===== src/design/u2a_ram.sv =====
`timescale 1ns / 1ps

module u2a_ram #(
  parameter int WIDTH = 8,
  parameter int DEPTH = 256
) (
  input  logic                     clk,
  input  logic                     we,
  input  logic [$clog2(DEPTH)-1:0] waddr,
  input  logic [WIDTH-1:0]         wdata,
  input  logic                     re,
  input  logic [$clog2(DEPTH)-1:0] raddr,
  output logic [WIDTH-1:0]         rdata
);

  logic [WIDTH-1:0] mem [DEPTH];

  always_ff @(posedge clk) begin
    if (we) begin
      mem[waddr] <= wdata;
    end
    if (re) begin
      rdata <= mem[raddr];
    end
  end

endmodule


===== config.mk =====
export PLATFORM = sky130hd
export DESIGN_NAME = u2a_ram
export DESIGN_NICKNAME = d
export VERILOG_FILES = /design/src/design/u2a_ram.sv
export SDC_FILE = /design/constraint.sdc
export NUM_CORES = 2
export LEC_CHECK = 0
export ABC_AREA = 1
export BUFFER_PORTS_ARGS = -buffer_cell sky130_fd_sc_hd__buf_2
export CAP_MARGIN = 0
export CORE_MARGIN = 2
export CORE_UTILIZATION = 50
export CTS_BUF_LIST = sky130_fd_sc_hd__clkbuf_2 sky130_fd_sc_hd__clkbuf_4 sky130_fd_sc_hd__clkbuf_8
export CTS_CLUSTER_DIAMETER = 150
export DETAILED_ROUTE_END_ITERATION = 16
export GPL_ROUTABILITY_DRIVEN = 1
export HOLD_SLACK_MARGIN = 0.05
export PLACE_DENSITY = 0.79
export SLEW_MARGIN = 15
export SYNTH_ARGS = -nofsm -noshare
export SYNTH_HDL_FRONTEND = slang
export SYNTH_SLANG_ARGS = --single-unit

===== constraint.sdc =====
create_clock -name clk -period 1.5 [get_ports clk]
set_input_delay 0 -clock clk [delete_from_list [all_inputs] [get_ports clk]]
set_output_delay 0 -clock clk [all_outputs]
set_load 0.02 [all_outputs]

==> impl_summary.txt <==
----------------------------------------------------
[Finish]
  Share of final-layout standard cells stronger than drive strength 1 ... 0.212
  Number of non-filler instances in the completed layout ... 10,020
  P&R area growth vs syn ... 20.4%
  Area of all placed cells without fillers ... 101,000 um2
  FILL cells ... about 11,000
  Nets ... 7,631

[CTS]
  Buffers inserted during post-CTS setup optimization ... 0
  Clock slew at reported path FFs ... 0.07 ns
  Htree depth ... 5
  Worst-skew pair later-pin latency ... 1.04 ns
  Master cell of the clock root buffer ... sky130_fd_sc_hd__clkbuf_8
  CTS tree ... built
  Clock Path Buffers ... 4
  Number of buffers created by CTS ... 320
  Total clock sinks ... 2,056

[STA]
  Post-route worst setup slack ... -0.292 ns
  Tightest Pin Transition ... 0.874 ns
  Worst rel slew slack ... 0.417
  Pins Over Slew Limit ... 0
  Worst Clk Skew ... 0.0578 ns
  Share of the clock period used by the worst path ... 1.19
  RSZ-0062 raised after global routing ... true
  Number of setup violations in the final report ... 267
  Fmax achieved ... around 560 MHz
  Clock period minus worst slack ... 1.79 ns
  Fin. Hold Viols ... 0

[Power]
  P_int ... 89.4 mW
  Combinational cell fraction of total power ... 0.081
  Proportion of power drawn by flip-flops and latches ... 0.541
  Net switching component of the power ... 27.9 mW
  Max VDD drop ... 1110 uV
  Total power per unit cell area ... 1170 nW/um2
  Reported leakage power ... approximately 36 nW
  Clock network power share ... 0.379
  Fraction of power spent switching nets ... 0.238

[Worst setup path]
  Sort of element at the end of the critical path ... register
  CP Data Arrival Time ... between 2 and 3 ns
  Crit-path slowest cell ... sky130_fd_sc_hd__edfxtp_1
  Critical setup path kind ... reg -> reg
  Startpoint Class ... register
  Ordered list of cells on the worst path ... nand2_1 -> nand3_1 -> nand3_2 -> nand3_2 -> nand3_4 -> nand3_4 -> nand3_4 -> nand2_2 -> nand2_4 -> nand2_1
  Most common cell type on the critical path ... sky130_fd_sc_hd__nand3_4
  Critical path's largest stage delay ... 0.36 ns
  CP max FO ... 1
  Required time reported for the critical path endpoint ... 2.28 ns

[Route]
  Count of antenna-violating nets left after detailed routing ... 0
  Iteration count of the initial detailed-routing pass ... 7
  Number of design-rule violations left by the first detailed-router iteration ... 10,375
  Number of vias after detailed routing ... 60,755
  Vias/cell ... 6.06
  Remaining DRCs ... 0
  Total Routed Length ... between 200,000 and 250,000 um
  Wire length per cell ... 24.2 um

[Logic synthesis]
  Multiplexer share of the synthesized area ... 0
  Netlist Area Pre-Place ... between 80,000 and 90,000 um2
  Top cells by count, synth ... sky130_fd_sc_hd__nand2_1 (2,123), sky130_fd_sc_hd__edfxtp_1 (2,056), sky130_fd_sc_hd__nand3_1 (2,019), sky130_fd_sc_hd__nor2_1 (283), sky130_fd_sc_hd__buf_2 (268)
  Fraction of synthesized cell area in xor and xnor cells ... 0
  Yosys top cell by area ... sky130_fd_sc_hd__edfxtp_1
  Main synth FF type ... sky130_fd_sc_hd__edfxtp_1
  Fraction of registers with async set or reset after synthesis ... 0
  Count of flip-flops with a built-in enable after synthesis ... just over 2,000
  Count of yosys warnings during synthesis ... 0
  Area share of the largest cell type after synthesis ... 0.740
  Post-Synthesis Cells ... 7,003
  Sequential fraction of the synthesis area ... 0.740
  Synth Area in Simple Gates ... 0.229
  Leading cell types by total area after synthesis ... sky130_fd_sc_hd__edfxtp_1 (74%), sky130_fd_sc_hd__nand3_1 (12%), sky130_fd_sc_hd__nand2_1 (9.5%), sky130_fd_sc_hd__buf_2 (1.6%), sky130_fd_sc_hd__nor2_1 (1.3%)
  Syn nets ... 7,030
  Count of different cell masters after synthesis ... 13
  Synthesized area per cell ... 11.9 um2
  Main combinational cell family by area after synthesis ... simple AND/OR/NAND/NOR gates
  Adder-cell share of the synthesized area ... 0
  Most frequent cell after synthesis ... sky130_fd_sc_hd__nand2_1
  Flip-flop and latch count after synthesis ... 2,056
  Share of the synthesized area in compound gates (AO/OA/AOI/OAI) ... 0

[Floorplanning]
  Chip width ... 413 um
  Die ar. ... about 170,000 um2
  Number of primary I/O pins ... 35
  Core Region ... 165,000 um2
  Site row count ... 149
  Effective utilization at floorplan ... 0.505
  Die Ht ... 413 um

[Global route]
  Number of antenna violations at the first check in global routing ... 10
  Total congestion overflow ... 0
  Maximum number of pins on one net before global-route repair ... 85
  Total GRT Usage ... 0.279
  Via count of the first global-routing pass ... ~60,000
  Global-route wire length before repair ... 358,000 um

[Run status]
  Violated checks ... negative setup slack
  Status ... finished with violations

[Placement]
  Port buffer count ... 34
  Number of cells in the design after placement ... around 9,400
  Total cell area at the placement stage ... 91,100 um2
  Placed wire-length estimate after detailed placement ... 145,000 um
  Routability-driven placement congestion ratio ... 0.950

[Hold path]
  Type of the most critical hold path ... in -> reg

[Flow run]
  Max-Cap Viols ... 0

----------------------------------------------------
-- worst max-delay path: cells and delay by family, from the launching register on --
family	cells	cell delay (ns)
and+or+nand+nor	10	1.14
DFF	1	0.36
-- flip-flops by register name (all words and copies together), names as in the netlist --
signal	cells
rdata	8
mem	2048
-- through the flow --
step	utilization	total power [mW]	setup TNS (ns)	setup slack [ns]	hold slack (ns)
CTS	0.601	117	-7.33	-0.327	0.0562
finish	0.608	117	-20.01	-0.292	0.0886
global placement	0.551	72.4	-20.34	-0.807	0.413
floorplan	-	68.5	0	0.00853	0.0989
global route	0.608	120	-48.42	-0.353	0.0783
detailed placement	0.551	72.6	-24.28	-0.839	0.418
-- path summary, 6_finish.rpt --
check	start	end	cells past startpoint	slack (ns)
setup reg to reg	mem[220][6]$_DFFE_PP_	rdata[6]$_DFFE_PP_	10	-0.29
setup / recovery	mem[220][6]$_DFFE_PP_	rdata[6]$_DFFE_PP_	10	-0.29
hold / removal	wdata[0]	mem[20][0]$_DFFE_PP_	2	0.09
hold reg to reg	mem[48][1]$_DFFE_PP_	rdata[1]$_DFFE_PP_	10	1.10
-- logic make-up (layout without fill, tap and decap cells) --
kind of cell,count (synthesis),in the layout
AND/OR/NAND/NOR,4425,4425
other,0,9
buffers and inverters,522,1341
flip-flops,2056,2056
-- layout make-up --
cell class	count	area (um2)	area share
clock inverter	129	709	0.00706
sequential	2056	61700	0.614
tap	2189	2740	0.0273
antenna	9	22.5	0.000224
inverter	39	184	0.00183
clock buffer	411	5120	0.0509
timing repair buffer	761	7910	0.0787
timing repair inverter	1	7.51	0.0000747
multi-input combinational	4425	22100	0.220
-- layout by cell type (no fill, tap or decap), types with 5 or more instances in the layout --
| cell | netlist | routed |
|---|---|---|
| sky130_fd_sc_hd__clkinv_2 | 0 | 29 |
| sky130_fd_sc_hd__nand2_1 | 2123 | 2083 |
| sky130_fd_sc_hd__clkbuf_4 | 0 | 86 |
| sky130_fd_sc_hd__nand3_2 | 0 | 343 |
| sky130_fd_sc_hd__buf_4 | 46 | 524 |
| sky130_fd_sc_hd__buf_2 | 268 | 13 |
| sky130_fd_sc_hd__nand2_4 | 0 | 10 |
| sky130_fd_sc_hd__clkinv_1 | 0 | 81 |
| sky130_fd_sc_hd__buf_12 | 0 | 159 |
| sky130_fd_sc_hd__buf_8 | 1 | 11 |
| sky130_fd_sc_hd__nand2_2 | 0 | 29 |
| sky130_fd_sc_hd__inv_1 | 36 | 33 |
| sky130_fd_sc_hd__nand3_4 | 0 | 82 |
| sky130_fd_sc_hd__edfxtp_1 | 2056 | 2056 |
| sky130_fd_sc_hd__clkinvlp_4 | 0 | 12 |
| sky130_fd_sc_hd__nor2_1 | 283 | 275 |
| sky130_fd_sc_hd__nand3_1 | 2019 | 1594 |
| sky130_fd_sc_hd__diode_2 | 0 | 9 |
| sky130_fd_sc_hd__buf_6 | 16 | 12 |
| sky130_fd_sc_hd__bufinv_16 | 0 | 5 |
| sky130_fd_sc_hd__clkbuf_8 | 0 | 325 |
| sky130_fd_sc_hd__dlygate4sd3_1 | 0 | 41 |
| sky130_fd_sc_hd__nor2_2 | 0 | 5 |
-- power groups by stage --
stage	registers (mW)	clock network [mW]	logic [mW]
floorplan	64.6	0	3.91
global placement	64.6	0	7.80
detailed placement	64.6	0	8.00
CTS	63.4	44.4	8.80
global route	63.4	46.8	9.91
finish	63.4	44.4	9.45
-- per-layer routing --
layer  part of all wire  vias up  global-route usage
li1                   -    26103                   -
met3               0.13      893              0.0698
met2               0.47     4653               0.441
met4              0.054        8               0.148
met5            0.00018        -                   0
met1               0.35    29098               0.357
-- repair_timing --
item | CTS | global route
hold buffers | 46 | 7
hold endpoints to repair | 4097 | 123
pin swaps | 147 | 109
cloned | 0 | 1
resized for setup | 375 | 219
setup endpoints to repair | 16 | 617
Note: power is estimated with default switching activity, not from simulation.
