[config.mk]
export PLATFORM = sky130hd
export DESIGN_NAME = u2a_utf8
export DESIGN_NICKNAME = d
export VERILOG_FILES = /design/src/design/u2a_pkg.sv /design/src/design/u2a_utf8.sv
export SDC_FILE = /design/constraint.sdc
export NUM_CORES = 1
export LEC_CHECK = 0
export ABC_AREA = 1
export BUFFER_PORTS_ARGS = -buffer_cell sky130_fd_sc_hd__buf_2
export CAP_MARGIN = 20
export CORE_MARGIN = 2
export CORE_UTILIZATION = 25
export CTS_BUF_LIST = sky130_fd_sc_hd__clkbuf_16
export CTS_CLUSTER_SIZE = 20
export DETAILED_ROUTE_END_ITERATION = 10
export PLACE_DENSITY = 0.5
export SETUP_SLACK_MARGIN = 0.4
export SYNTH_ARGS = -nofsm -noshare
export SYNTH_HDL_FRONTEND = slang
export SYNTH_SLANG_ARGS = --single-unit
[constraint.sdc]
create_clock -name clk -period 2.2 [get_ports clk]
set_clock_uncertainty 0.1 [all_clocks]
set_input_delay 0.44 -clock clk [delete_from_list [all_inputs] [get_ports clk]]
set_output_delay 0.44 -clock clk [all_outputs]
set_load 0.01 [all_outputs]
[src/design/u2a_pkg.sv]
`timescale 1ns / 1ps

package u2a_pkg;

  // Table sizes and the replacement length limit.
  localparam int CODE_SPACE       = 65536;
  localparam int POOL_DEPTH       = 65536;
  localparam int MAX_TRANSLIT_LEN = 63;

  localparam int IDX_AW  = $clog2(CODE_SPACE);
  localparam int POOL_AW = $clog2(POOL_DEPTH);
  localparam int LEN_W   = $clog2(MAX_TRANSLIT_LEN + 1);
  localparam int CP_W    = 21;

  // Input commands.
  localparam logic [1:0] CMD_SRC  = 2'd0;
  localparam logic [1:0] CMD_EOS  = 2'd1;
  localparam logic [1:0] CMD_IDX  = 2'd2;
  localparam logic [1:0] CMD_POOL = 2'd3;

  // Result kinds.
  localparam logic [1:0] KIND_BYTE = 2'd0;
  localparam logic [1:0] KIND_MISS = 2'd1;
  localparam logic [1:0] KIND_EOS  = 2'd2;

  // A finished, nonzero code point from the decoder.
  typedef struct packed {
    logic            valid;
    logic [CP_W-1:0] cp;
  } u2a_cp_t;

endpackage

[src/design/u2a_utf8.sv]
`timescale 1ns / 1ps

module u2a_utf8 import u2a_pkg::*; (
  input  logic       clk,
  input  logic       rst_n,
  input  logic       step,
  input  logic       clear,
  input  logic [7:0] byte_in,
  output u2a_cp_t    done
);

  logic [1:0]      pend_r, pend_nxt;
  logic [2:0]      skip_r, skip_nxt;
  logic [CP_W-1:0] part_r, part_nxt;
  logic            halt_r, halt_nxt;
  logic [CP_W-1:0] shifted;

  assign shifted = {part_r[CP_W-7:0], byte_in[5:0]};

  always_comb begin
    pend_nxt   = pend_r;
    skip_nxt   = skip_r;
    part_nxt   = part_r;
    halt_nxt   = halt_r;
    done.valid = 1'b0;
    done.cp    = shifted;
    if (clear) begin
      pend_nxt = '0;
      skip_nxt = '0;
      part_nxt = '0;
      halt_nxt = 1'b0;
    end else if (step && !halt_r) begin
      if (skip_r != 3'd0) begin
        skip_nxt = skip_r - 3'd1;
      end else if (pend_r != 2'd0) begin
        part_nxt = shifted;
        pend_nxt = pend_r - 2'd1;
        if (pend_r == 2'd1) begin
          // A decoded zero halts just as a NUL byte does.
          if (shifted == '0) begin
            halt_nxt = 1'b1;
          end else begin
            done.valid = 1'b1;
          end
        end
      end else if (byte_in == 8'h00) begin
        halt_nxt = 1'b1;
      end else if (byte_in[7] == 1'b0) begin
        done.valid = 1'b1;
        done.cp    = CP_W'(byte_in);
      end else if (byte_in[7:5] == 3'b110) begin
        part_nxt = CP_W'(byte_in[4:0]);
        pend_nxt = 2'd1;
      end else if (byte_in[7:4] == 4'b1110) begin
        part_nxt = CP_W'(byte_in[3:0]);
        pend_nxt = 2'd2;
      end else if (byte_in[7:3] == 5'b11110) begin
        part_nxt = CP_W'(byte_in[2:0]);
        pend_nxt = 2'd3;
      end else if (byte_in[7:2] == 6'b111110) begin
        skip_nxt = 3'd4;
      end else if (byte_in[7:1] == 7'b1111110) begin
        skip_nxt = 3'd5;
      end
    end
  end

  always_ff @(posedge clk) begin
    if (!rst_n) begin
      pend_r <= '0;
      skip_r <= '0;
      part_r <= '0;
      halt_r <= 1'b0;
    end else begin
      pend_r <= pend_nxt;
      skip_r <= skip_nxt;
      part_r <= part_nxt;
      halt_r <= halt_nxt;
    end
  end

endmodule

==> impl_metrics.env <==
export IMPL_outcome="completed"
export IMPL_irDropWorstVdd_mv=0.2432
export IMPL_root_buffer="clkbuf_16"
export IMPL_dpl_cell_area_um2=1481
export IMPL_seq_area_frac_synth_pct=33.01
export IMPL_synthTopCellsByArea="dfxtp_1 33%, nor2_1 15%, nand2_1 11%, inv_1 8.5%, a21oi_1 8.3%"
export IMPL_die_w_um=75.38
export IMPL_synth_ff_type="dfxtp_1"
export IMPL_fmax_mhz=483.4
export IMPL_cp_slowest_cell="dfxtp_4"
export IMPL_gr_total_overflow=0
export IMPL_synth_area_leader_cell="dfxtp_1"
export IMPL_hold_violations=0
export IMPL_place_congestion=0.8852
export IMPL_drt_wl_total_um=3343
export IMPL_post_route_period_util_pct=94.02
export IMPL_grt_pass1_wl_um=5540
export IMPL_min_period_ns=2.069
export IMPL_synth_xor_area_share_pct=0
export IMPL_worstPathMaxFanout=14
export IMPL_viasPerCell=4.288
export IMPL_ant_nets=0
export IMPL_critPathLaunchType="flip-flop"
export IMPL_vias=1325
export IMPL_r2r_setup_slack_ns=0.65
export IMPL_avgRoutedWirePerCell_um=10.82
export IMPL_rr_worst_depth=8
export IMPL_drv_cap=0
export IMPL_path_cells="nor3_4 -> nand2_4 -> nor2_4 -> nand2_2 -> nor2_4 -> buf_12 -> nor2_1 -> buf_2"
export IMPL_cellPowerDensity_nw_per_um2=565.4
export IMPL_drive_gt1_share_pct=23.97
export IMPL_clock_sinks=21
export IMPL_initial_core_util_pct=26.44
export IMPL_r2r_start="skip_r[2]"
export IMPL_htreeDepth=1
export IMPL_hold_class="flip-flop to flip-flop"
export IMPL_synth_compound_area_share_pct=15.32
export IMPL_insertion_delay_ns=0.25
export IMPL_r2r_end="part_r[7]"
export IMPL_required_ns=1.66
export IMPL_finalSetupTns_ns=0
export IMPL_rsz0062_at_grt="yes"
export IMPL_rows=25
export IMPL_grt_use_total_pct=12.79
export IMPL_synth_nets=220
export IMPL_final_nets=255
export IMPL_numCtsBuffers=3
export IMPL_final_util_pct=33.77
export IMPL_drtPass1Iterations=4
export IMPL_die_area_um2=5682
export IMPL_synth_edff_count=0
export IMPL_port_buffers=33
export IMPL_timing_critical_path_mode_cell="nor2_4"
export IMPL_design_area_um2=1627
export IMPL_total_leakage_power_nw=0.7448
export IMPL_synth_warnings=0
export IMPL_drt_iter0_markers=64
export IMPL_min_to="halt_r"
export IMPL_tightest_slew_ns=0.3693
export IMPL_yosysTopAreaCellShare_pct=33.01
export IMPL_hold_depth=2
export IMPL_yosys_area_share_simple_pct=36.25
export IMPL_grt_start_max_net_pins=30
export IMPL_cpLargestDelayFamily="simple AND/OR/NAND/NOR gates"
export IMPL_max_slew_margin_rel_pct=75.29
export IMPL_hold_start="halt_r"
export IMPL_synth_mux_area_fraction_pct=0
export IMPL_synth_most_common_cell="nor2_1"
export IMPL_drc=0
export IMPL_netlist_top_cells_count="50 x nor2_1, 37 x nand2_1, 29 x inv_1"
export IMPL_cpPeakStageDelay_ns=0.35
export IMPL_area_growth_pct=27.70
export IMPL_synthAdderAreaFrac_pct=0
export IMPL_grt_antenna_before_repair=0
export IMPL_tritoncts="done"
export IMPL_critPathLaunch="skip_r[2]"
export IMPL_grt_pass1_vias=1153
export IMPL_ys_types=19
export IMPL_syn_area_um2=1274
export IMPL_yosys_register_bits=21
export IMPL_hpwlAfterDp_um=2594
export IMPL_max_clock_path_buffers=2
export IMPL_antennaDiodeCount=0
export IMPL_syn_inst=208
export IMPL_clk_pin_slew_ns=0.06
export IMPL_async_flop_share_pct=0
export IMPL_crit_arrival_ns=1.53
export IMPL_critPathCaptureType="output port"
export IMPL_path_buf_inv=2
export IMPL_synth_avg_cell_area_um2=6.124
export IMPL_setup_viol=0
export IMPL_hold_worst_slack_ns=0.3658
export IMPL_ctsHoldBuffers=0
export IMPL_die_h_um=75.38
export IMPL_synth_top_family_by_area="simple AND/OR/NAND/NOR gates"
export IMPL_drv_slew=0
export IMPL_pin_count=34
export IMPL_critical_path_class="flip-flop to output port"
export IMPL_fp_coreArea_um2=4817
-- metrics by stage --
step | power, mW | setup slack, ns | std cells
final | 0.9196 | 0.1315 | 309
after floorplan | 0.4906 | 0.3909 | 208
after CTS | 0.9351 | 0.1149 | 309
after detailed placement | 0.5291 | 0.1244 | 301
after global placement | 0.5293 | 0.1483 | 301
after global routing | 0.9680 | 0.01540 | 309
-- worst max path at each step --
stage / cells past startpoint / slack [ns] / to
floorplan: 7 / 0.39 / done[11]
global placement: 9 / 0.15 / done[19]
detailed placement: 9 / 0.12 / done[19]
CTS: 8 / 0.11 / done[19]
global route: 8 / 0.02 / done[19]
finish: 8 / 0.13 / done[7]
-- registers in the layout, summed over array words and instances, names as in the netlist --
register / cells
halt_r: 1
skip_r: 3
pend_r: 2
part_r: 15
-- area by class of cell --
cell class / count / area, µm²
inverters: 29 / 108.9
multi-input cells: 146 / 678.2
fillers: 543 / 3191
repair buffers: 42 / 249.0
flip-flops and latches: 21 / 426.7
clock buffers: 3 / 75.07
clock inverters: 1 / 5.005
well taps: 67 / 83.83
-- where the power goes --
part	leakage [nW]	switching, mW	internal, mW
Sequential	0.171	0.00257	0.386
Clock	0.0409	0.147	0.244
Combinational	0.533	0.0882	0.0515
Total	0.745	0.238	0.682
-- worst register-to-register path, stage by stage (launching register included) --
cell     delay (ns)
dfxtp_4        0.35
nor3_4         0.22
nand2_4        0.08
buf_4          0.14
nor2_2         0.09
nand2_1        0.07
buf_6          0.17
o21ai_0        0.17
a21oi_1        0.05
-- layer usage --
metal  share of wire, %  track usage (%)
met5                  0                0
met4                1.0            3.509
met3                5.1            3.307
met2                 45            21.55
met1                 49            16.20
-- layout by cell type, fill, tap and decap left out, types with 3 or more instances in the layout --
| cell | count |
|---|---|
| inv_1 | 29 |
| nand4_1 | 3 |
| o21ai_0 | 14 |
| dfxtp_1 | 18 |
| nand3_1 | 12 |
| buf_4 | 7 |
| nor2_4 | 3 |
| nand2_1 | 36 |
| buf_2 | 33 |
| clkbuf_16 | 3 |
| a21oi_1 | 21 |
| nor2_1 | 48 |
-- cells by family after synthesis --
kind of cell,after synthesis
simple gates,108
buf+inv,41
compound gates,38
flops,21
-- timing repair --
item / 4_1_cts / 5_1_grt
cloned: 0 / 0
endpoints found under the setup margin: 16 / 31
resized for setup: 6 / 3
buffers inserted: 4 / 0
pin swaps: 4 / 0
Power figures use the tool's default switching activity.
